--- src/rtl/alt_pkg.sv ---
// Types, codes and character helpers for the assembly line tokenizer.
// No dependencies; used by alt_scan, alt_outq and the top level.
`default_nettype none
package alt_pkg;

    typedef enum logic [3:0] {
        M_IDLE, M_DEC, M_HEX, M_BIN, M_PCT, M_ID, M_DIR, M_REM,
        M_STR, M_CHOPEN, M_CHCLOSE, M_DG, M_SKIP
    } t_mode;

    localparam logic [4:0] K_EOL   = 5'd0;
    localparam logic [4:0] K_ERR   = 5'd1;
    localparam logic [4:0] K_NUM   = 5'd2;
    localparam logic [4:0] K_ID    = 5'd3;
    localparam logic [4:0] K_DIR   = 5'd4;
    localparam logic [4:0] K_STR   = 5'd5;
    localparam logic [4:0] K_REM   = 5'd6;
    localparam logic [4:0] K_DG0   = 5'd7;
    localparam logic [4:0] K_CHR   = 5'd16;
    localparam logic [4:0] K_SBYTE = 5'd17;

    localparam logic [7:0] CH_DOLLAR = 8'h24;
    localparam logic [7:0] CH_PCT    = 8'h25;
    localparam logic [7:0] CH_AT     = 8'h40;
    localparam logic [7:0] CH_SEMI   = 8'h3B;
    localparam logic [7:0] CH_DQUOTE = 8'h22;
    localparam logic [7:0] CH_SQUOTE = 8'h27;
    localparam logic [7:0] CH_BSLASH = 8'h5C;

    // one token as produced by the scanner
    typedef struct packed {
        logic [4:0]  kind;
        logic [7:0]  code;
        logic [63:0] value;
        logic [15:0] start;
        logic [15:0] len;
        logic [15:0] line;
    } t_tok;

    function automatic logic is_space(input logic [7:0] c);
        return c == 8'd32 || (c >= 8'd9 && c <= 8'd13);
    endfunction

    function automatic logic is_digit(input logic [7:0] c);
        return c >= 8'h30 && c <= 8'h39;
    endfunction

    function automatic logic is_alpha(input logic [7:0] c);
        return (c >= 8'h61 && c <= 8'h7A) || (c >= 8'h41 && c <= 8'h5A);
    endfunction

    function automatic logic is_word(input logic [7:0] c);
        return is_alpha(c) || is_digit(c) || c == 8'h5F;
    endfunction

    function automatic logic is_dg_start(input logic [7:0] c);
        return c == 8'h3C || c == 8'h7E || c == 8'h3E || c == 8'h26 || c == 8'h7C ||
               c == 8'h3D || c == 8'h21;
    endfunction

    // returns {valid, 4-bit value}
    function automatic logic [4:0] hex_val(input logic [7:0] c);
        logic [4:0] r;
        r = 5'd0;
        if (is_digit(c)) r = {1'b1, c[3:0]};
        else if ((c >= 8'h61 && c <= 8'h66) || (c >= 8'h41 && c <= 8'h46))
            r = {1'b1, c[3:0] + 4'd9};
        return r;
    endfunction

    // returns {valid, byte}
    function automatic logic [8:0] decode_escape(input logic [7:0] c);
        logic [8:0] r;
        r = 9'd0;
        case (c)
            8'h61: r = {1'b1, 8'd7};
            8'h62: r = {1'b1, 8'd8};
            8'h66: r = {1'b1, 8'd12};
            8'h6E: r = {1'b1, 8'd10};
            8'h72: r = {1'b1, 8'd13};
            8'h74: r = {1'b1, 8'd9};
            8'h76: r = {1'b1, 8'd11};
            8'h5C: r = {1'b1, 8'd92};
            8'h27: r = {1'b1, 8'd39};
            8'h22: r = {1'b1, 8'd34};
            8'h30: r = {1'b1, 8'd0};
            default: r = 9'd0;
        endcase
        return r;
    endfunction

    // returns {hit, index 0..8}
    function automatic logic [4:0] dg_match(input logic [7:0] h, input logic [7:0] c);
        logic [4:0] r;
        r = 5'd0;
        if      (h == 8'h3E && c == 8'h3E) r = {1'b1, 4'd0};
        else if (h == 8'h7E && c == 8'h3E) r = {1'b1, 4'd1};
        else if (h == 8'h3C && c == 8'h3C) r = {1'b1, 4'd2};
        else if (h == 8'h26 && c == 8'h26) r = {1'b1, 4'd3};
        else if (h == 8'h7C && c == 8'h7C) r = {1'b1, 4'd4};
        else if (h == 8'h3C && c == 8'h3D) r = {1'b1, 4'd5};
        else if (h == 8'h3E && c == 8'h3D) r = {1'b1, 4'd6};
        else if (h == 8'h3D && c == 8'h3D) r = {1'b1, 4'd7};
        else if (h == 8'h21 && c == 8'h3D) r = {1'b1, 4'd8};
        return r;
    endfunction

endpackage
`default_nettype wire

--- src/rtl/alt_accum.sv ---
// Saturating digit accumulator: acc * base + d, clamped at all ones.
// Depends on nothing; base is 2, 10 or 16 (shift/add only).
`default_nettype none
module alt_accum #(
    parameter int VALUE_BITS = 32
) (
    input  wire logic [VALUE_BITS-1:0] i_acc,
    input  wire logic [1:0]            i_base_sel,   // 0 bin, 1 dec, 2 hex
    input  wire logic [3:0]            i_digit,
    output logic      [VALUE_BITS-1:0] o_acc
);
    logic [VALUE_BITS+4:0] w_prod;
    logic [VALUE_BITS+4:0] w_sum;

    always_comb begin
        case (i_base_sel)
            2'd0:    w_prod = {5'd0, i_acc} << 1;
            2'd1:    w_prod = ({5'd0, i_acc} << 3) + ({5'd0, i_acc} << 1);
            default: w_prod = {5'd0, i_acc} << 4;
        endcase
        w_sum = w_prod + {{(VALUE_BITS+1){1'b0}}, i_digit};
        // overflow past the value width means saturate
        if (w_sum[VALUE_BITS+4:VALUE_BITS] != 5'd0) o_acc = {VALUE_BITS{1'b1}};
        else o_acc = w_sum[VALUE_BITS-1:0];
    end
endmodule
`default_nettype wire

--- src/rtl/alt_scan.sv ---
// Scanner core: registered state plus the single-pass next-state logic.
// Uses alt_pkg and alt_accum; produces up to two tokens per character.
`default_nettype none
module alt_scan #(
    parameter int COLUMN_BITS = 12,
    parameter int VALUE_BITS  = 32
) (
    input  wire logic         i_clk,
    input  wire logic         i_rst_n,
    input  wire logic         i_step,
    input  wire logic [7:0]   i_char,
    output alt_pkg::t_tok     o_tok0,
    output alt_pkg::t_tok     o_tok1,
    output logic [1:0]        o_count
);
    import alt_pkg::*;

    localparam logic [COLUMN_BITS-1:0] COL_MAX = {COLUMN_BITS{1'b1}};

    t_mode                  r_mode, n_mode;
    logic [VALUE_BITS-1:0]  r_acc, n_acc;
    logic [COLUMN_BITS-1:0] r_start, n_start;
    logic [COLUMN_BITS-1:0] r_col, n_col;
    logic [15:0]            r_line, n_line;
    logic [7:0]             r_held, n_held;
    logic                   r_esc, n_esc;

    logic [VALUE_BITS-1:0]  w_acc_next;
    logic [1:0]             w_base;
    logic [3:0]             w_digit;
    logic [4:0]             w_hex;
    logic [8:0]             w_escv;
    logic [4:0]             w_dg;
    logic [15:0]            w_col16, w_start16, w_len;
    t_tok                   w_tok [2];
    logic [1:0]             w_n;
    logic                   w_restart;

    alt_accum #(.VALUE_BITS(VALUE_BITS)) u_accum (
        .i_acc(r_acc), .i_base_sel(w_base), .i_digit(w_digit), .o_acc(w_acc_next)
    );

    always_comb begin
        w_hex    = hex_val(i_char);
        w_escv   = decode_escape(i_char);
        w_dg     = dg_match(r_held, i_char);
        w_col16  = 16'(r_col);
        w_start16 = 16'(r_start);
        w_len    = w_col16 - w_start16;
        w_base   = (r_mode == M_HEX) ? 2'd2 : (r_mode == M_DEC) ? 2'd1 : 2'd0;
        w_digit  = (r_mode == M_HEX) ? w_hex[3:0] : i_char[3:0];
    end

    // token constructor
    function automatic t_tok mk(input logic [4:0] k, input logic [7:0] c,
                                input logic [63:0] v, input logic [15:0] s,
                                input logic [15:0] l, input logic [15:0] ln);
        t_tok t;
        t.kind = k; t.code = c; t.value = v; t.start = s; t.len = l; t.line = ln;
        return t;
    endfunction

    always_comb begin
        n_mode  = r_mode;
        n_acc   = r_acc;
        n_start = r_start;
        n_col   = r_col;
        n_line  = r_line;
        n_held  = r_held;
        n_esc   = r_esc;
        w_tok[0] = '0;
        w_tok[1] = '0;
        w_n      = 2'd0;
        w_restart = 1'b0;

        if (i_char == 8'd0) begin
            // flush then eol
            unique case (r_mode)
                M_DEC, M_HEX, M_BIN: begin
                    w_tok[0] = mk(K_NUM, 8'd0, 64'(r_acc), w_start16, w_len, r_line);
                    w_n = 2'd1;
                end
                M_PCT: begin
                    w_tok[0] = mk(K_CHR, CH_PCT, 64'd0, w_start16, 16'd1, r_line);
                    w_n = 2'd1;
                end
                M_ID: begin
                    w_tok[0] = mk(K_ID, 8'd0, 64'd0, w_start16, w_len, r_line);
                    w_n = 2'd1;
                end
                M_DIR: begin
                    w_tok[0] = mk(K_DIR, 8'd0, 64'd0, w_start16, w_len, r_line);
                    w_n = 2'd1;
                end
                M_REM: begin
                    w_tok[0] = mk(K_REM, 8'd0, 64'd0, w_start16, w_len, r_line);
                    w_n = 2'd1;
                end
                M_STR, M_CHOPEN, M_CHCLOSE: begin
                    w_tok[0] = mk(K_ERR, 8'd0, 64'd0, w_start16, 16'd0, r_line);
                    w_n = 2'd1;
                end
                M_DG: begin
                    w_tok[0] = mk(K_CHR, r_held, 64'd0, w_start16, 16'd1, r_line);
                    w_n = 2'd1;
                end
                default: w_n = 2'd0;
            endcase
            w_tok[w_n[0]] = mk(K_EOL, 8'd0, 64'd0, w_col16, 16'd0, r_line);
            w_n = w_n + 2'd1;
            n_mode = M_IDLE;
            n_acc  = '0;
            n_held = 8'd0;
            n_esc  = 1'b0;
            n_col  = COLUMN_BITS'(1);
            if (r_line != 16'hFFFF) n_line = r_line + 16'd1;
        end else begin
            unique case (r_mode)
                M_DEC: begin
                    if (is_digit(i_char)) n_acc = w_acc_next;
                    else begin
                        w_tok[0] = mk(K_NUM, 8'd0, 64'(r_acc), w_start16, w_len, r_line);
                        w_n = 2'd1; w_restart = 1'b1;
                    end
                end
                M_HEX: begin
                    if (w_hex[4]) n_acc = w_acc_next;
                    else begin
                        w_tok[0] = mk(K_NUM, 8'd0, 64'(r_acc), w_start16, w_len, r_line);
                        w_n = 2'd1; w_restart = 1'b1;
                    end
                end
                M_PCT, M_BIN: begin
                    if (i_char == 8'h30 || i_char == 8'h31) begin
                        n_acc = (r_mode == M_PCT) ? VALUE_BITS'(i_char[0]) : w_acc_next;
                        n_mode = M_BIN;
                    end else begin
                        if (r_mode == M_PCT)
                            w_tok[0] = mk(K_CHR, CH_PCT, 64'd0, w_start16, 16'd1, r_line);
                        else
                            w_tok[0] = mk(K_NUM, 8'd0, 64'(r_acc), w_start16, w_len,
                                          r_line);
                        w_n = 2'd1; w_restart = 1'b1;
                    end
                end
                M_ID, M_DIR: begin
                    if (!is_word(i_char)) begin
                        w_tok[0] = mk((r_mode == M_ID) ? K_ID : K_DIR, 8'd0, 64'd0,
                                      w_start16, w_len, r_line);
                        w_n = 2'd1; w_restart = 1'b1;
                    end
                end
                M_STR: begin
                    if (r_esc) begin
                        n_esc = 1'b0;
                        if (w_escv[8]) begin
                            w_tok[0] = mk(K_SBYTE, w_escv[7:0], 64'd0, w_col16 - 16'd1,
                                          16'd2, r_line);
                        end else begin
                            w_tok[0] = mk(K_ERR, 8'd0, 64'd0, w_start16, 16'd0, r_line);
                            n_mode = M_SKIP;
                        end
                        w_n = 2'd1;
                    end else if (i_char == CH_DQUOTE) begin
                        w_tok[0] = mk(K_STR, 8'd0, 64'd0, w_start16, w_len + 16'd1, r_line);
                        w_n = 2'd1; n_mode = M_IDLE;
                    end else if (i_char == CH_BSLASH) begin
                        n_esc = 1'b1;
                    end else begin
                        w_tok[0] = mk(K_SBYTE, i_char, 64'd0, w_col16, 16'd1, r_line);
                        w_n = 2'd1;
                    end
                end
                M_CHOPEN: begin
                    if (r_esc) begin
                        n_esc = 1'b0;
                        if (w_escv[8]) begin
                            n_acc = VALUE_BITS'(w_escv[7:0]); n_mode = M_CHCLOSE;
                        end else begin
                            w_tok[0] = mk(K_ERR, 8'd0, 64'd0, w_start16, 16'd0, r_line);
                            w_n = 2'd1; n_mode = M_SKIP;
                        end
                    end else if (i_char == CH_BSLASH) begin
                        n_esc = 1'b1;
                    end else begin
                        n_acc = VALUE_BITS'(i_char); n_mode = M_CHCLOSE;
                    end
                end
                M_CHCLOSE: begin
                    if (i_char == CH_SQUOTE)
                        w_tok[0] = mk(K_NUM, 8'd0, 64'(r_acc), w_start16, w_len + 16'd1,
                                      r_line);
                    else
                        w_tok[0] = mk(K_ERR, 8'd0, 64'd0, w_start16, 16'd0, r_line);
                    w_n = 2'd1;
                    n_mode = (i_char == CH_SQUOTE) ? M_IDLE : M_SKIP;
                    n_esc = 1'b0;
                end
                M_DG: begin
                    if (w_dg[4]) begin
                        w_tok[0] = mk(K_DG0 + {1'b0, w_dg[3:0]}, 8'd0, 64'd0, w_start16,
                                      16'd2, r_line);
                        w_n = 2'd1; n_mode = M_IDLE;
                    end else begin
                        w_tok[0] = mk(K_CHR, r_held, 64'd0, w_start16, 16'd1, r_line);
                        w_n = 2'd1; w_restart = 1'b1;
                    end
                end
                M_REM, M_SKIP: ;
                default: w_restart = 1'b1;
            endcase

            // start a new token with this character
            if (w_restart) begin
                n_mode = M_IDLE;
                n_acc  = '0;
                n_esc  = 1'b0;
                if (!is_space(i_char)) begin
                    n_start = r_col;
                    if (i_char == CH_DQUOTE) n_mode = M_STR;
                    else if (i_char == CH_SQUOTE) n_mode = M_CHOPEN;
                    else if (is_digit(i_char)) begin
                        n_mode = M_DEC; n_acc = VALUE_BITS'(i_char[3:0]);
                    end
                    else if (i_char == CH_DOLLAR) n_mode = M_HEX;
                    else if (i_char == CH_PCT) n_mode = M_PCT;
                    else if (i_char == CH_AT) n_mode = M_DIR;
                    else if (i_char == CH_SEMI) n_mode = M_REM;
                    else if (is_alpha(i_char) || i_char == 8'h5F) n_mode = M_ID;
                    else if (is_dg_start(i_char)) begin
                        n_mode = M_DG; n_held = i_char;
                    end else begin
                        w_tok[w_n[0]] = mk(K_CHR, i_char, 64'd0, w_col16, 16'd1, r_line);
                        w_n = w_n + 2'd1;
                    end
                end
            end
            if (r_col != COL_MAX) n_col = r_col + COLUMN_BITS'(1);
        end
    end

    assign o_tok0  = w_tok[0];
    assign o_tok1  = w_tok[1];
    assign o_count = w_n;

    always_ff @(posedge i_clk) begin
        if (!i_rst_n) begin
            r_mode  <= M_IDLE;
            r_acc   <= '0;
            r_start <= '0;
            r_col   <= COLUMN_BITS'(1);
            r_line  <= 16'd1;
            r_held  <= 8'd0;
            r_esc   <= 1'b0;
        end else if (i_step) begin
            r_mode  <= n_mode;
            r_acc   <= n_acc;
            r_start <= n_start;
            r_col   <= n_col;
            r_line  <= n_line;
            r_held  <= n_held;
            r_esc   <= n_esc;
        end
    end

    property p_col_nonzero;
        @(posedge i_clk) disable iff (!i_rst_n) r_col != '0;
    endproperty
    a_col_nonzero: assert property (p_col_nonzero) else $error("column count hit zero");

    property p_line_nonzero;
        @(posedge i_clk) disable iff (!i_rst_n) r_line != 16'd0;
    endproperty
    a_line_nonzero: assert property (p_line_nonzero) else $error("line count hit zero");

    property p_eol_resets_col;
        @(posedge i_clk) disable iff (!i_rst_n)
            i_step && i_char == 8'd0 |=> r_col == COLUMN_BITS'(1) && r_mode == M_IDLE;
    endproperty
    a_eol_resets_col: assert property (p_eol_resets_col) else $error("eol did not reset");

    property p_esc_only_in_lit;
        @(posedge i_clk) disable iff (!i_rst_n)
            r_esc |-> r_mode == M_STR || r_mode == M_CHOPEN;
    endproperty
    a_esc_only_in_lit: assert property (p_esc_only_in_lit) else $error("stray escape");
endmodule
`default_nettype wire

--- src/rtl/alt_outq.sv ---
// Two-entry result queue that serializes the scanner's token pair.
// Uses alt_pkg; accepts input only once queued results drain.
`default_nettype none
module alt_outq (
    input  wire logic     i_clk,
    input  wire logic     i_rst_n,
    input  wire logic     i_push,
    input  alt_pkg::t_tok i_tok0,
    input  alt_pkg::t_tok i_tok1,
    input  wire logic [1:0] i_count,
    input  wire logic     i_pop,
    output logic          o_room,
    output logic          o_valid,
    output alt_pkg::t_tok o_tok,
    output logic          o_last
);
    import alt_pkg::*;

    t_tok       r_q [2];
    logic [1:0] r_last;
    logic [1:0] r_cnt;
    logic [1:0] w_after;

    assign o_valid = r_cnt != 2'd0;
    assign o_tok   = r_q[0];
    assign o_last  = r_last[0];
    assign w_after = r_cnt - {1'b0, i_pop};
    // accept only when the queue is empty after any pop
    assign o_room  = w_after == 2'd0;

    always_ff @(posedge i_clk) begin
        if (!i_rst_n) begin
            r_cnt <= 2'd0;
        end else begin
            r_cnt <= w_after + (i_push ? i_count : 2'd0);
        end
    end

    always_ff @(posedge i_clk) begin
        if (i_pop && r_cnt == 2'd2) begin
            r_q[0]    <= r_q[1];
            r_last[0] <= r_last[1];
        end
        if (i_push) begin
            if (i_count == 2'd2) begin
                r_q[0] <= i_tok0; r_last[0] <= 1'b0;
                r_q[1] <= i_tok1; r_last[1] <= 1'b1;
            end else begin
                r_q[0] <= i_tok0; r_last[0] <= 1'b1;
            end
        end
    end

    property p_no_overflow;
        @(posedge i_clk) disable iff (!i_rst_n) r_cnt != 2'd3;
    endproperty
    a_no_overflow: assert property (p_no_overflow) else $error("queue overflow");

    property p_push_when_room;
        @(posedge i_clk) disable iff (!i_rst_n) i_push && i_count != 2'd0 |-> o_room;
    endproperty
    a_push_when_room: assert property (p_push_when_room) else $error("push without room");

    property p_single_last;
        @(posedge i_clk) disable iff (!i_rst_n) r_cnt == 2'd2 |-> !r_last[0] && r_last[1];
    endproperty
    a_single_last: assert property (p_single_last) else $error("bad last marker");
endmodule
`default_nettype wire

--- src/rtl/assembly_line_tokenizer.sv ---
// Top level of the assembly line tokenizer.
// Uses alt_pkg, alt_scan and alt_outq.
//
// Usage: one source byte per request on i_char_in (i_valid/o_stall); a zero
// byte ends the line. Tokens leave on the result channel (o_valid/i_stall)
// with kind, character, value, column, length, line and last-of-run flag.
// Each byte causes zero, one or two tokens.
// Latency: a byte's first token is offered the cycle after it is taken.
// Throughput: one byte per cycle while it yields at most one token and the
// receiver keeps up; a byte that yields two tokens occupies the single
// result port until both are taken, and the input stalls meanwhile.
// The rate is set by the two-entry result queue feeding one output port.
// Reset (synchronous, active low) returns to line 1, column 1, between
// tokens, and empties the result queue. When the receiver stalls, the
// queued tokens hold and o_stall rises until they have all been taken.
`default_nettype none
module assembly_line_tokenizer #(
    parameter int COLUMN_BITS = 12,
    parameter int VALUE_BITS  = 32
) (
    input  wire logic        i_clk,
    input  wire logic        i_rst_n,
    input  wire logic        i_valid,
    output logic             o_stall,
    input  wire logic [7:0]  i_char_in,
    output logic             o_valid,
    input  wire logic        i_stall,
    output logic [4:0]       o_token_kind,
    output logic [7:0]       o_char_code,
    output logic [31:0]      o_number_value,
    output logic [12:0]      o_start_column,
    output logic [12:0]      o_token_length,
    output logic [15:0]      o_line_number,
    output logic             o_last_of_run
);
    import alt_pkg::*;

    t_tok       w_tok0, w_tok1, w_out;
    logic [1:0] w_count;
    logic       w_room, w_step;

    assign o_stall = !w_room;
    assign w_step  = i_valid && w_room;

    alt_scan #(.COLUMN_BITS(COLUMN_BITS), .VALUE_BITS(VALUE_BITS)) u_scan (
        .i_clk(i_clk), .i_rst_n(i_rst_n), .i_step(w_step), .i_char(i_char_in),
        .o_tok0(w_tok0), .o_tok1(w_tok1), .o_count(w_count)
    );

    alt_outq u_outq (
        .i_clk(i_clk), .i_rst_n(i_rst_n), .i_push(w_step), .i_tok0(w_tok0),
        .i_tok1(w_tok1), .i_count(w_count), .i_pop(o_valid && !i_stall),
        .o_room(w_room), .o_valid(o_valid), .o_tok(w_out), .o_last(o_last_of_run)
    );

    assign o_token_kind   = w_out.kind;
    assign o_char_code    = w_out.code;
    assign o_number_value = w_out.value[31:0];
    assign o_start_column = w_out.start[12:0];
    assign o_token_length = w_out.len[12:0];
    assign o_line_number  = w_out.line;
endmodule
`default_nettype wire

--- config.mk ---
export PLATFORM = sky130hd
export DESIGN_NAME = assembly_line_tokenizer
export DESIGN_NICKNAME = d
export VERILOG_FILES = /design/src/rtl/alt_pkg.sv /design/src/rtl/alt_accum.sv /design/src/rtl/alt_scan.sv /design/src/rtl/alt_outq.sv /design/src/rtl/assembly_line_tokenizer.sv
export SDC_FILE = /design/constraint.sdc
export NUM_CORES = 1
export LEC_CHECK = 0
export BUFFER_PORTS_ARGS = -buffer_cell sky130_fd_sc_hd__buf_4
export CORE_UTILIZATION = 45
export DETAILED_ROUTE_END_ITERATION = 7
export GPL_ROUTABILITY_DRIVEN = 0
export SLEW_MARGIN = 20
export SYNTH_ARGS = -nofsm -noshare
export SYNTH_HDL_FRONTEND = slang
export SYNTH_SLANG_ARGS = --single-unit
export TNS_END_PERCENT = 5
--- constraint.sdc ---
create_clock -name i_clk -period 9.2 [get_ports i_clk]
set_input_delay 1.84 -clock i_clk [delete_from_list [all_inputs] [get_ports i_clk]]
set_output_delay 1.84 -clock i_clk [all_outputs]
set_load 0.02 [all_outputs]
Word-level counts from Yosys, hierarchy flattened --
Memories as Yosys holds them, arrays and structs flattened. Index checks and enable logic that the tools add are counted. W data, S select, Z words.
Cells by class: reduce and logical (&&, ||, !) cells 61, equal/unequal tests 66, bitwise gates (word level) 6, $add $sub $neg 13, magnitude comparators 14, muxes and demuxes 155
Operator list (number):
- $mux W250 | 12
- $mux W125 | 15
- $pmux W125 S8 | 1
- $pmux W125 S7 | 1
- $bwmux W250 | 2
- $mux W32 | 13
- $mux W122 | 3
- $demux W125 S1 | 2
- $eq A8 B6 Y1 const B | 18
- $pmux W32 S4 | 1
- $mux W121 | 1
- $eq A8 B7 Y1 const B | 14
- $pmux W9 S11 | 1
- $mux W8 | 12
- $mux W4 | 22
- $pmux W37 S2 | 1
- $mux W5 | 11
- $mux W2 | 19
- $add A37 B4 Y37 | 1
- $add A35 B33 Y36 | 1
- $add A16 B1 Y16 const B | 2
- $le A8 B7 Y1 const B | 4
- $mux W1 | 30
- $mux W12 | 2
- other kinds (56) | 126
Word-level totals: bits of input ports 12, word-level logic and storage cells 325, memories 1, register bits after elaboration 88, bits in writable memories 250, output and inout bits 90
Memories:
- u_outq.r_q | words 2, width 125, rd ports 2, clocked after Yosys merged registers in 0, wr ports 2, RTL line alt_outq.sv:19 | t_tok r_q [2];

Depth between registers and ports, before layout --
Gate-level depths: netlist of the first run.
word-level depth 30, gate-level depth with buffers 23, depth with buffers taken out 19

Hierarchy --
A second synthesis of the first run with hierarchy kept.
Second synthesis, totals: cell total of the unflattened synthesis 2183, area total of the unflattened synthesis 21832.2 um^2
Modules (own cells, without submodules):
- alt_scan | times used 1, area each 9282.7 um^2, cells an instance 1291, sequential area each 1701.6 um^2
- alt_outq | times used 1, area each 9262.6 um^2, cells an instance 410, sequential area each 7577.3 um^2
- alt_accum | times used 1, area each 3263.1 um^2, cells an instance 479, sequential area each 0.0 um^2
- assembly_line_tokenizer | times used 1, area each 23.8 um^2, cells an instance 3, sequential area each 0.0 um^2

Worst setup path before layout of the first run --
Ideal clock, no wire load.
kind input -> register, from in i_stall, to mem u_outq.r_q[0][0] (netlist bit), enable pin, slack 0.598 ns, stages 1, arrival time 7.950 ns, path buffers 0, data required time 8.547 ns, library setup time 0.653 ns, cell sequence o21ai_0
RTL lines:
- start, declared | RTL line assembly_line_tokenizer.sv:27 | input wire logic i_stall,
- end, declared | RTL line alt_outq.sv:19

Final worst setup path of the first run --
from in i_char_in[1], to reg u_scan.r_acc[20]
Between the ends: word-level cells in the longest chain between the ends 16, elaborated cells between the ends (all ways) 91, classes of those cells 2 x add/sub; 10 x order compare; 24 x eq/ne; 30 x mux; 25 x reduce/logical
RTL lines:
- start, declared | RTL line assembly_line_tokenizer.sv:25 | input wire logic [7:0] i_char_in,
- parallel branches: the longest is 16 deep, another holds $add A37 B4 Y37
- end signal, assigned | RTL line alt_scan.sv:257 | r_acc <= n_acc;
- end, declared | RTL line alt_scan.sv:21 | logic [VALUE_BITS-1:0] r_acc, n_acc;
Parallel ways; which one is timed is not known. The select of a mux whose other input is x is not followed. A chain may end at the register's enable or synchronous reset.

==> summary.md, run 1 <==
| Metric | Value |
|---|---|
| Post-layout nets | `2019` |
| Reg2Reg Depth | `15` |
| R2R Setup Slk | `3.39 ns` |
| Initial antenna violation count | `0` |
| Worst EP required | `9.63 ns` |
| I/O Buffers | `101` |
| Sequential share of the synthesized area | `34.88%` |
| Minimum clock period after layout | `7.099 ns` |
| Post-CTS sizing | `0` |
| Setup-failing EPs final | `0` |
| Pwr per Cell Area | `243.8 mW/mm2` |
| Crit Path Class | `input port to flip-flop` |
| Reg2reg end | `u_scan.r_acc[20]` |
| Worst slew pin tran | `1.116 ns` |
| Crit path buffers/inverters | `3` |
| Clock buffer count from CTS | `23` |
| Post-synthesis cell area | `0.01576 mm2` |
| Initial core utilization | `45.72%` |
| Worst setup EP type | `flip-flop` |
| CTS H-Tree Depth | `1` |
| Async SR Flop Fraction | `0%` |
| Clock root cell | `clkbuf_16` |
| I/O Pins | `a little over 100` |
| Remaining Overflow, GRT | `0` |
| DPL Wire Length | `36630 um` |
| Critical Path, Cell by Cell | `buf_4 -> inv_1 -> ha_1 -> o21bai_1 -> a21oi_1 -> nor2_1 -> o21ai_0 -> ha_1 -> inv_1 -> fa_1 -> nor2b_1 -> o211ai_1 -> nor4_2 -> nand2_1 -> nor4_2 -> or3b_1 -> or4b_4 -> nand2_1 -> a311oi_1` |
| Synthesized Nets | `2004` |
| Final Skew | `roughly 0.014 ns` |
| Final slew viol count | `0` |
| RSZ-0062 raised after global routing | `false` |
| Final hold viol count | `0` |
| YS warnings | `0` |
| N_diodes | `0` |
| Worst setup endpoint | `u_scan.r_acc[20]` |
| Via count | `15220` |
| Sum Neg Setup Slack | `0 ns` |
| First-pass GRT wire length | `80880 um` |
| 1st-pass router iterations | `8` |
| Post-CTS Setup Bufs | `0` |
| Die W | `~190 um` |
| Reg-to-reg startpoint | `u_scan.r_mode[2]` |
| Crit path max fanout | `29` |
| CP startpoint | `i_char_in[1]` |
| CTS Sinks | `212` |
| Layout cell share with drive strength beyond 1 | `10.14%` |
| Slowest CP cell | `a21oi_1` |
| Post-Synthesis Cells | `1931` |
| Data arrival time of the worst path | `7.53 ns` |
| CTS Buffer Depth | `3` |
| Residual DRC | `0` |
| Skew-Pair Late Insertion Delay | `around 0.54 ns` |
| Slowest stage delay, CP | `0.66 ns` |
| Synth-to-Final Area Change | `12.01%` |
| Share of the synthesized area in the top cell type | `23.82%` |
| EDFF count, synth | `125` |
| Synth Flop Type | `edfxtp_1` |
| Tot GR Track Use | `between 20% and 30%` |
| Hold Path Class | `flip-flop to flip-flop` |
| Crit path depth | `19` |
| Fill cell count | `approximately 3300` |
| Routed WL per cell | `21.28 um` |
| Final period utilization | `77.16%` |
| Crit path launch type | `input port` |
| Multi-input logic area | `0.009622 mm2` |
| Die Footprint | `0.03576 mm2` |
| CP top delay family | `simple AND/OR/NAND/NOR gates` |
| Syn avg cell area | `8.159 um2` |
| Die height | `189.1 um` |
| Core region area | `0.03446 mm2` |
| DR iter-0 viols | `1538` |
| Max Cap Viol | `0` |
| Final ANT Viol Nets | `0` |
| Synth area leaders | `edfxtp_1 24%, dfxtp_1 11%, a21oi_1 5.7%, ha_1 4.6%, nor2_1 4.4%` |
| Largest net degree at the start of global routing | `88` |
| Cell taking the most area after synthesis | `edfxtp_1` |
| Reg area | `0.005495 mm2` |
| Worst slew margin | `about a quarter` |
| Number of global-route vias before repair | `14160` |
| Fin util | `51.21%` |
| Yosys reg bits | `212` |
| Drt via density | `6.294` |
| Max VDD drop | `0.1701 mV` |
| Status | `finished, final reports clean` |
| TritonCTS clock tree | `done` |
| Hold bufs inserted after CTS | `0` |
| Synth cell types | `87` |
| Num rows | `68` |
| Max frequency | `between 100 and 150 MHz` |
| Final wirelength | `between 50000 and 60000 um` |
| LEAKAGE | `roughly 6.3 nW` |
| Clock Pin Slew Worst Setup and Hold Paths | `0.07 ns` |
routing by layer:
layer,GRT usage (%),vias to the layer above,wire length [um]
met5,0,-,0
met4,8.406,0,1243
met3,3.299,80,3973
met2,44.80,623,23300
met1,40.68,7291,22930
li1,-,7225,-
cells in the final DEF (no fill, tap or decap), types with 32 or more instances in the layout:
cell type  instances
a21oi_1          180
and2_1            95
buf_4            123
dfxtp_1           87
edfxtp_1         125
ha_1              58
inv_1             47
nand2_1          171
nand3_1           61
nand4_1           33
nor2_1           185
nor3_1            47
o21ai_0          123
o22ai_1           32
xnor2_1           41
xor2_1            41
stage by stage:
step,power [mW],setup WS [ns],hold slack [ns],cell area [um2],cells
finish,4.302,2.101,0.4955,17650,2418
CTS,4.307,2.190,0.4935,17630,2418
detailed placement,3.309,1.642,0.4720,16800,2376
global route,4.526,1.532,0.5208,17650,2418
global placement,3.284,1.820,0.4697,16800,2376
floorplan,2.649,0.5975,0.4314,15760,1931
area by class of cell:
| class | instances | area share [%] |
|---|---|---|
| well taps | 455 | 3.226 |
| multi-input cells | 1536 | 54.52 |
| clock inverters | 7 | 0.4538 |
| clock buffers | 35 | 4.226 |
| repair buffers | 125 | 5.410 |
| inverters | 48 | 1.021 |
| flip-flops and latches | 212 | 31.14 |
Yosys cell counts, types with 18 or more instances:
| library cell | n |
|---|---|
| a31oi_1 | 24 |
| xnor2_1 | 41 |
| or3_1 | 28 |
| clkbuf_1 | 116 |
| nand3_1 | 62 |
| nor3_1 | 49 |
| xor2_1 | 41 |
| and2_1 | 95 |
| o22ai_1 | 32 |
| edfxtp_1 | 125 |
| nand2_1 | 171 |
| a311oi_1 | 18 |
| nor2b_1 | 30 |
| ha_1 | 58 |
| o21ai_0 | 124 |
| nand4_1 | 33 |
| o211ai_1 | 18 |
| nor2_1 | 185 |
| and3_1 | 23 |
| inv_1 | 47 |
| a21oi_1 | 181 |
| dfxtp_1 | 87 |
| mux2i_1 | 21 |
| a22o_1 | 22 |
kinds of logic (layout without fill, tap and decap cells):
logic type | after synthesis | count (layout) | synth area share (%)
and+or+nand+nor | 782 | 782 | 25.54
adders and majority gates | 61 | 61 | 4.987
muxes | 23 | 23 | 1.477
buffers and inverters | 183 | 215 | 4.527
DFF | 212 | 212 | 34.88
xor gates and xnor gates | 82 | 82 | 4.558
AOI/OAI and AO/OA | 588 | 588 | 24.03
worst register-to-register path, stage by stage, from the launching register on:
cell      delay (ns)
dfxtp_1         0.31
or4b_1          0.92
or4b_2          0.75
o21ai_0         0.13
ha_1            0.21
inv_1           0.05
fa_1            0.39
nor2b_1         0.16
o211ai_1        0.17
nor4_2          0.39
nand2_1         0.11
nor4_2          0.32
or3b_1          0.52
or4b_4          0.26
nand2_1         0.58
a311oi_1        0.46
flip-flops by register name, summed over array words and instances (netlist names):
register and count:
u_scan.r_line 16, u_outq.r_q 124, u_scan.r_held 8, u_scan.r_acc 32
u_scan.r_mode 4, u_scan.r_col 12, u_outq.r_last 1, u_scan.r_esc 1
u_scan.r_start 12, u_outq.r_cnt 2
report_power, final:
part / internal [mW] / switching (mW)
sequential: 1.27 / 0.111
clock: 0.594 / 0.399
combinational: 0.661 / 1.27
total: 2.52 / 1.78
worst min-delay path by stage:
stage	cells after the start	start	slack, ns	to
floorplan	2	u_scan.r_held[7]	0.43	u_scan.r_held[7]
global placement	2	u_scan.r_held[7]	0.47	u_scan.r_held[7]
detailed placement	2	u_scan.r_held[7]	0.47	u_scan.r_held[7]
CTS	2	u_scan.r_held[7]	0.49	u_scan.r_held[7]
global route	2	u_scan.r_held[7]	0.52	u_scan.r_held[7]
finish	2	u_scan.r_held[7]	0.50	u_scan.r_held[7]
No activity file was read; power rests on OpenSTA's default activity.
==> run 2: changes to the inputs <==
==> constraint.sdc (replaced) <==
create_clock -name i_clk -period 6.13 [get_ports i_clk]
set_input_delay 1.226 -clock i_clk [delete_from_list [all_inputs] [get_ports i_clk]]
set_output_delay 1.226 -clock i_clk [all_outputs]
set_load 0.02 [all_outputs]
==> summary.md, run 2 (synthesis results as in run 1) <==
| Metric | Value |
|---|---|
| Post-CTS Setup Bufs | `0 (unchanged)` |
| Worst EP required | `6.57 ns (was 9.63 ns)` |
| DPL Wire Length | `37580 um (was 36630 um)` |
| Initial antenna violation count | `0 (unchanged)` |
| Final slew viol count | `0 (unchanged)` |
| 1st-pass router iterations | `8 (unchanged)` |
| Residual DRC | `0 (unchanged)` |
| R2R Setup Slk | `0.74 ns (was 3.39 ns)` |
| I/O Pins | `102 (unchanged)` |
| Via count | `15420 (was 15220)` |
| Pwr per Cell Area | `362.9 mW/mm2 (was 243.8 mW/mm2)` |
| Final ANT Viol Nets | `0 (unchanged)` |
| Layout cell share with drive strength beyond 1 | `11.79% (was 10.14%)` |
| Reg with most FFs | `u_outq.r_q (unchanged)` |
| Synth-to-Final Area Change | `13.61% (was 12.01%)` |
| Post-layout nets | `2056 (was 2019)` |
| Worst slew margin | `27.14% (was 23.67%)` |
| Max reg flops | `124 (unchanged)` |
| Skew-Pair Late Insertion Delay | `0.53 ns (was 0.54 ns)` |
| Num rows | `68 (unchanged)` |
| Drt via density | `6.276 (was 6.294)` |
| Crit Path Class | `input port to flip-flop (unchanged)` |
| Fin util | `51.95% (was 51.21%)` |
| Initial core utilization | `45.72% (unchanged)` |
| Dpl cells | `2412 (was 2376)` |
| CTS Sinks | `212 (unchanged)` |
| Area after DPL | `0.01709 mm2 (was 0.01680 mm2)` |
| Top flop regs | `u_outq.r_q (124), u_scan.r_acc (32), u_scan.r_line (16) (unchanged)` |
| Reg-to-reg startpoint | `u_scan.r_acc[2] (was u_scan.r_mode[2])` |
| Crit path max fanout | `13 (was 29)` |
| DR iter-0 viols | `1678 (was 1538)` |
| CTS Buffer Depth | `3 (unchanged)` |
| Clock root cell | `clkbuf_16 (unchanged)` |
| Remaining Overflow, GRT | `0 (unchanged)` |
| Max VDD drop | `0.2602 mV (was 0.1701 mV)` |
| RSZ-0062 raised after global routing | `false (unchanged)` |
| Clock buffer count from CTS | `24 (was 23)` |
| LEAKAGE | `6.465 nW (was 6.303 nW)` |
| Tot GR Track Use | `28.36% (was 28.42%)` |
| Commonest non-fill, non-tap cells in the layout | `185 x nor2_1, 180 x a21oi_1, 171 x nand2_1 (unchanged)` |
| Max frequency | `175.1 MHz` |
| First-pass GRT wire length | `81100 um (was 80880 um)` |
| Minimum clock period after layout | `5.711 ns` |
| Final period utilization | `93.16%` |
| Reg2reg end | `u_scan.r_acc[12] (was u_scan.r_acc[20])` |
| Crit path launch type | `input port (unchanged)` |
| Reg2Reg Depth | `14 (was 15)` |
| Place WS | `-0.03269 ns (was 1.642 ns)` |
| Setup-failing EPs final | `0 (unchanged)` |
| TritonCTS clock tree | `done (unchanged)` |
| Post-CTS sizing | `0 (unchanged)` |
| Total power | `6.495 mW (was 4.302 mW)` |
| Multi-input logic area | `0.009614 mm2 (was 0.009622 mm2)` |
| Reg area | `0.005495 mm2 (unchanged)` |
| Core region area | `0.03446 mm2 (unchanged)` |
| CTS H-Tree Depth | `1 (unchanged)` |
| Max Cap Viol | `0 (unchanged)` |
| Hold bufs inserted after CTS | `0 (unchanged)` |
| CP startpoint | `i_char_in[1] (unchanged)` |
| Die W | `189.1 um (unchanged)` |
| Final Skew | `0.01125 ns (was 0.01432 ns)` |
| Hold Path Class | `flip-flop to flip-flop (unchanged)` |
| I/O Buffers | `101 (unchanged)` |
| Status | `finished, final reports clean (unchanged)` |
| Worst setup EP type | `flip-flop (unchanged)` |
| Largest net degree at the start of global routing | `52 (was 88)` |
| Data arrival time of the worst path | `6.15 ns (was 7.53 ns)` |
| Die Footprint | `0.03576 mm2 (unchanged)` |
| Routed WL per cell | `20.99 um (was 21.28 um)` |
| Final wirelength | `51550 um (was 51440 um)` |
| Clock Pin Slew Worst Setup and Hold Paths | `0.06 ns (was 0.07 ns)` |
| Worst setup endpoint | `u_scan.r_acc[27] (was u_scan.r_acc[20])` |
| Number of global-route vias before repair | `14290 (was 14160)` |
| Fill cell count | `3304 (was 3299)` |
| Final Instance Area | `0.01790 mm2 (was 0.01765 mm2)` |
| Fin cells | `2456 (was 2418)` |
| Worst slew pin tran | `1.085 ns (was 1.116 ns)` |
| Commonest non-fill, non-tap cell in the layout | `nor2_1 (unchanged)` |
| Die height | `189.1 um (unchanged)` |
| N_diodes | `0 (unchanged)` |
| Final hold viol count | `0 (unchanged)` |
| Post-route setup slack | `0.4194 ns (was 2.101 ns)` |
==> run 2: metal layers <==
layer	vias up	global-route usage, %	part of all wire, %
met5	-	0	0
met2	680	44.64	44
li1	7311	-	-
met3	118	4.300	8.2
met4	0	9.150	2.9
met1	7306	39.74	45
==> run 2: worst min-delay path by stage <==
stage,start,end,slack (ns),depth (start not counted)
2_1_floorplan,u_scan.r_held[7],u_scan.r_held[7],0.43,2
5_1_grt,u_scan.r_held[7],u_scan.r_held[7],0.54,2
3_3_place_gp,u_scan.r_held[7],u_scan.r_held[7],0.50,2
6_report,u_scan.r_line[9],u_scan.r_line[9],0.52,2
4_1_cts,u_scan.r_held[7],u_scan.r_held[7],0.51,2
3_5_place_dp,u_scan.r_held[7],u_scan.r_held[7],0.50,2
==> run 2: through the flow <==
stage          setup TNS, ns  hold slack [ns]
3_5_place_dp        -0.06794           0.4996
6_report                   0           0.5179
2_1_floorplan              0           0.4314
5_1_grt                    0           0.5369
4_1_cts                    0           0.5111
3_3_place_gp               0           0.4967
==> run 2: area by class of cell <==
| type | instances | area share, % |
|---|---|---|
| repair buffers | 161 | 6.934 |
| clock buffers | 31 | 3.670 |
| flip-flops and latches | 212 | 30.70 |
| multi-input cells | 1536 | 53.71 |
| clock inverters | 13 | 0.7969 |
| inverters | 48 | 1.007 |
| well taps | 455 | 3.180 |
==> run 2: power by group <==
group / internal, mW / total, mW / switching [mW]
sequential: 1.90 / 2.07 / 0.163
combinational: 1.04 / 2.98 / 1.94
clock: 0.848 / 1.45 / 0.598
total: 3.79 / 6.50 / 2.70
==> run 2: worst max-delay path: stages <==
cell and delay [ns]:
buf_4 0.18, inv_1 0.13, ha_1 0.25, or3b_2 0.21
o311ai_0 0.24, or4b_2 0.70, o21ai_0 0.12, ha_1 0.20
inv_1 0.06, fa_1 0.39, nor2b_1 0.16, o211ai_1 0.18
nor4_2 0.43, nand2_1 0.11, nor4_2 0.19, or3b_1 0.43
a2111oi_0 0.50, xor2_1 0.15, a311oi_1 0.28
==> run 3: changes to the inputs <==
--- a/config.mk
+++ b/config.mk
@@ -12,5 +12,6 @@
 export SLEW_MARGIN = 20
 export SYNTH_ARGS = -nofsm -noshare
 export SYNTH_HDL_FRONTEND = slang
+export SYNTH_HIERARCHICAL = 1
 export SYNTH_SLANG_ARGS = --single-unit
 export TNS_END_PERCENT = 5
==> summary.md, run 3 <==
| Metric | Value |
|---|---|
| Crit path top cell by count | `buf_4` |
| Clock root cell | `clkbuf_16 (unchanged)` |
| Crit path max fanout | `9 (was 13)` |
| Setup-failing EPs final | `0 (unchanged)` |
| Core region area | `0.04019 mm2 (was 0.03446 mm2)` |
| Max VDD drop | `0.2381 mV (was 0.2602 mV)` |
| Die W | `204.8 um (was 189.1 um)` |
| Post-Synthesis Cells | `1989 (was 1931)` |
| Tot GR Track Use | `25.49% (was 28.36%)` |
| Via count | `15770 (was 15420)` |
| DPL Wire Length | `38760 um (was 37580 um)` |
| Number of global-route vias before repair | `15290 (was 14290)` |
| Commonest non-fill, non-tap cell in the layout | `edfxtp_1 (was nor2_1)` |
| CP top delay family | `simple AND/OR/NAND/NOR gates (unchanged)` |
| Crit path depth | `25 (was 19)` |
| I/O Buffers | `101 (unchanged)` |
| Clock buffer count from CTS | `30 (was 24)` |
| Die height | `204.8 um (was 189.1 um)` |
| Sum Neg Setup Slack | `0 ns (unchanged)` |
| Skew-Pair Late Insertion Delay | `0.60 ns (was 0.53 ns)` |
| Commonest non-fill, non-tap cells in the layout | `175 x edfxtp_1, 161 x nand2_1, 151 x buf_4 (was 185 x nor2_1, 180 x a21oi_1, 171 x nand2_1)` |
| Post-CTS sizing | `0 (unchanged)` |
| Post-synthesis cell area | `0.01851 mm2 (was 0.01576 mm2)` |
| Layout cell share with drive strength beyond 1 | `17.94% (was 11.79%)` |
| Minimum clock period after layout | `5.474 ns (was 5.711 ns)` |
| Initial core utilization | `46.06% (was 45.72%)` |
| Final hold viol count | `0 (unchanged)` |
| Worst hold start | `u_scan/r_start[11] (was u_scan.r_line[9])` |
| Pwr per Cell Area | `362.7 mW/mm2 (was 362.9 mW/mm2)` |
| LEAKAGE | `7.878 nW (was 6.465 nW)` |
| Reg-to-reg startpoint | `u_scan/r_mode[2] (was u_scan.r_acc[2])` |
| Crit path buffers/inverters | `5 (was 3)` |
| Slowest CP cell | `nor4_4 (was or4b_2)` |
| WHS Endpoint | `u_scan/r_start[11] (was u_scan.r_line[9])` |
| Worst slew pin tran | `1.170 ns (was 1.085 ns)` |
| Worst slew margin | `21.71% (was 27.14%)` |
| Max frequency | `182.7 MHz (was 175.1 MHz)` |
| TritonCTS clock tree | `done (unchanged)` |
| Residual DRC | `0 (unchanged)` |
| Top flop regs | `u_outq/r_q (174), u_scan/r_acc (32), u_scan/r_line (16) (was u_outq.r_q (124), u_scan.r_acc (32), u_scan.r_line (16))` |
| Num rows | `73 (was 68)` |
| Routed WL per cell | `20.84 um (was 20.99 um)` |
| Max reg flops | `174 (was 124)` |
| Post-layout nets | `2112 (was 2056)` |
| Post-CTS Setup Bufs | `0 (unchanged)` |
| Data arrival time of the worst path | `5.96 ns (was 6.15 ns)` |
| Synth-to-Final Area Change | `10.95% (was 13.61%)` |
| Reg with most FFs | `u_outq/r_q (was u_outq.r_q)` |
| Slowest stage delay, CP | `0.43 ns (was 0.70 ns)` |
| Initial antenna violation count | `1 (was 0)` |
| Fin util | `51.11% (was 51.95%)` |
| CTS Sinks | `262 (was 212)` |
| DR iter-0 viols | `1618 (was 1678)` |
| Syn avg cell area | `9.308 um2 (was 8.159 um2)` |
| 1st-pass router iterations | `6 (was 8)` |
| Max Cap Viol | `0 (unchanged)` |
| Final period utilization | `89.31% (was 93.16%)` |
| YS warnings | `6 (was 0)` |
| Final slew viol count | `0 (unchanged)` |
| Crit path launch type | `input port (unchanged)` |
| Final wirelength | `53930 um (was 51550 um)` |
| Status | `finished, final reports clean (unchanged)` |
| Clock Pin Slew Worst Setup and Hold Paths | `0.06 ns (about the same)` |
| Worst EP required | `6.61 ns (was 6.57 ns)` |
| R2R Setup Slk | `0.85 ns (was 0.74 ns)` |
| Reg2Reg Depth | `18 (was 14)` |
| N_diodes | `0 (unchanged)` |
| CTS H-Tree Depth | `1 (unchanged)` |
| Worst Hold Depth | `2 (unchanged)` |
| Reg2reg end | `u_scan/r_acc[1] (was u_scan.r_acc[12])` |
| CTS Buffer Depth | `3 (unchanged)` |
| Remaining Overflow, GRT | `0 (unchanged)` |
| Final ANT Viol Nets | `0 (unchanged)` |
| Drt via density | `6.094 (was 6.276)` |
| I/O Pins | `102 (unchanged)` |
| Hold WS | `0.5057 ns (was 0.5179 ns)` |
| Largest net degree at the start of global routing | `65 (was 52)` |
| Crit Path Class | `input port to flip-flop (unchanged)` |
| Hold bufs inserted after CTS | `0 (unchanged)` |
| First-pass GRT wire length | `84930 um (was 81100 um)` |
| Worst setup EP type | `flip-flop (unchanged)` |
| Hold Path Class | `flip-flop to flip-flop (unchanged)` |
| Die Footprint | `0.04196 mm2 (was 0.03576 mm2)` |
| Final Skew | `0.02397 ns (was 0.01125 ns)` |
| RSZ-0062 raised after global routing | `false (unchanged)` |
| Total power | `7.450 mW (was 6.495 mW)` |
## run 3: tightest hold or removal path: cells and delay by family, from the launching register on
kind / cells / cell delay [ns]
flip-flops: 1 / 0.32
AND/OR/NAND/NOR: 1 / 0.06
AO/OA/AOI/OAI: 1 / 0.07
## run 3: worst max path at each step
stage                 start              end  slack (ns)
3_5_place_dp   i_char_in[1]  u_scan/r_acc[1]        0.14
5_1_grt        i_char_in[1]  u_scan/r_acc[1]        0.13
6_report       i_char_in[1]  u_scan/r_acc[1]        0.66
3_3_place_gp   i_char_in[1]  u_scan/r_acc[1]        0.25
2_1_floorplan  i_char_in[1]  u_scan/r_acc[0]       -0.02
4_1_cts        i_char_in[1]  u_scan/r_acc[1]        0.72
## run 3: metrics by stage
step                      std cells  worst slack, ns  cell area, um2
after global placement         2532           0.2476           19530
after floorplan                2037         -0.02253           18700
after global routing           2588           0.1346           20540
after detailed placement       2532           0.1384           19540
final                          2588           0.6555           20540
after CTS                      2588           0.7242           20530
## run 3: final cells by class
type / count / area [um2]
sequential: 262 / 6997
inverter: 51 / 195.2
tap: 525 / 656.9
fill: 3775 / 19650
timing repair buffer: 152 / 1154
multi-input combinational: 1542 / 10540
clock buffer: 36 / 783.3
clock inverter: 20 / 212.7
## run 3: report_power, final
group / internal, mW / leakage (nW) / switching, mW
logic: 1.17 / 5.03 / 1.99
registers: 2.31 / 2.36 / 0.172
clock network: 1.05 / 0.488 / 0.764
total: 4.52 / 7.88 / 2.93
## run 3: per-layer routing
layer | vias to the layer above | track usage, % | routed length (um)
met1 | 7525 | 32.64 | 22790
met3 | 160 | 4.184 | 3978
met2 | 656 | 42.10 | 24840
met5 | - | 0 | 11
li1 | 7427 | - | -
met4 | 2 | 11.33 | 2304
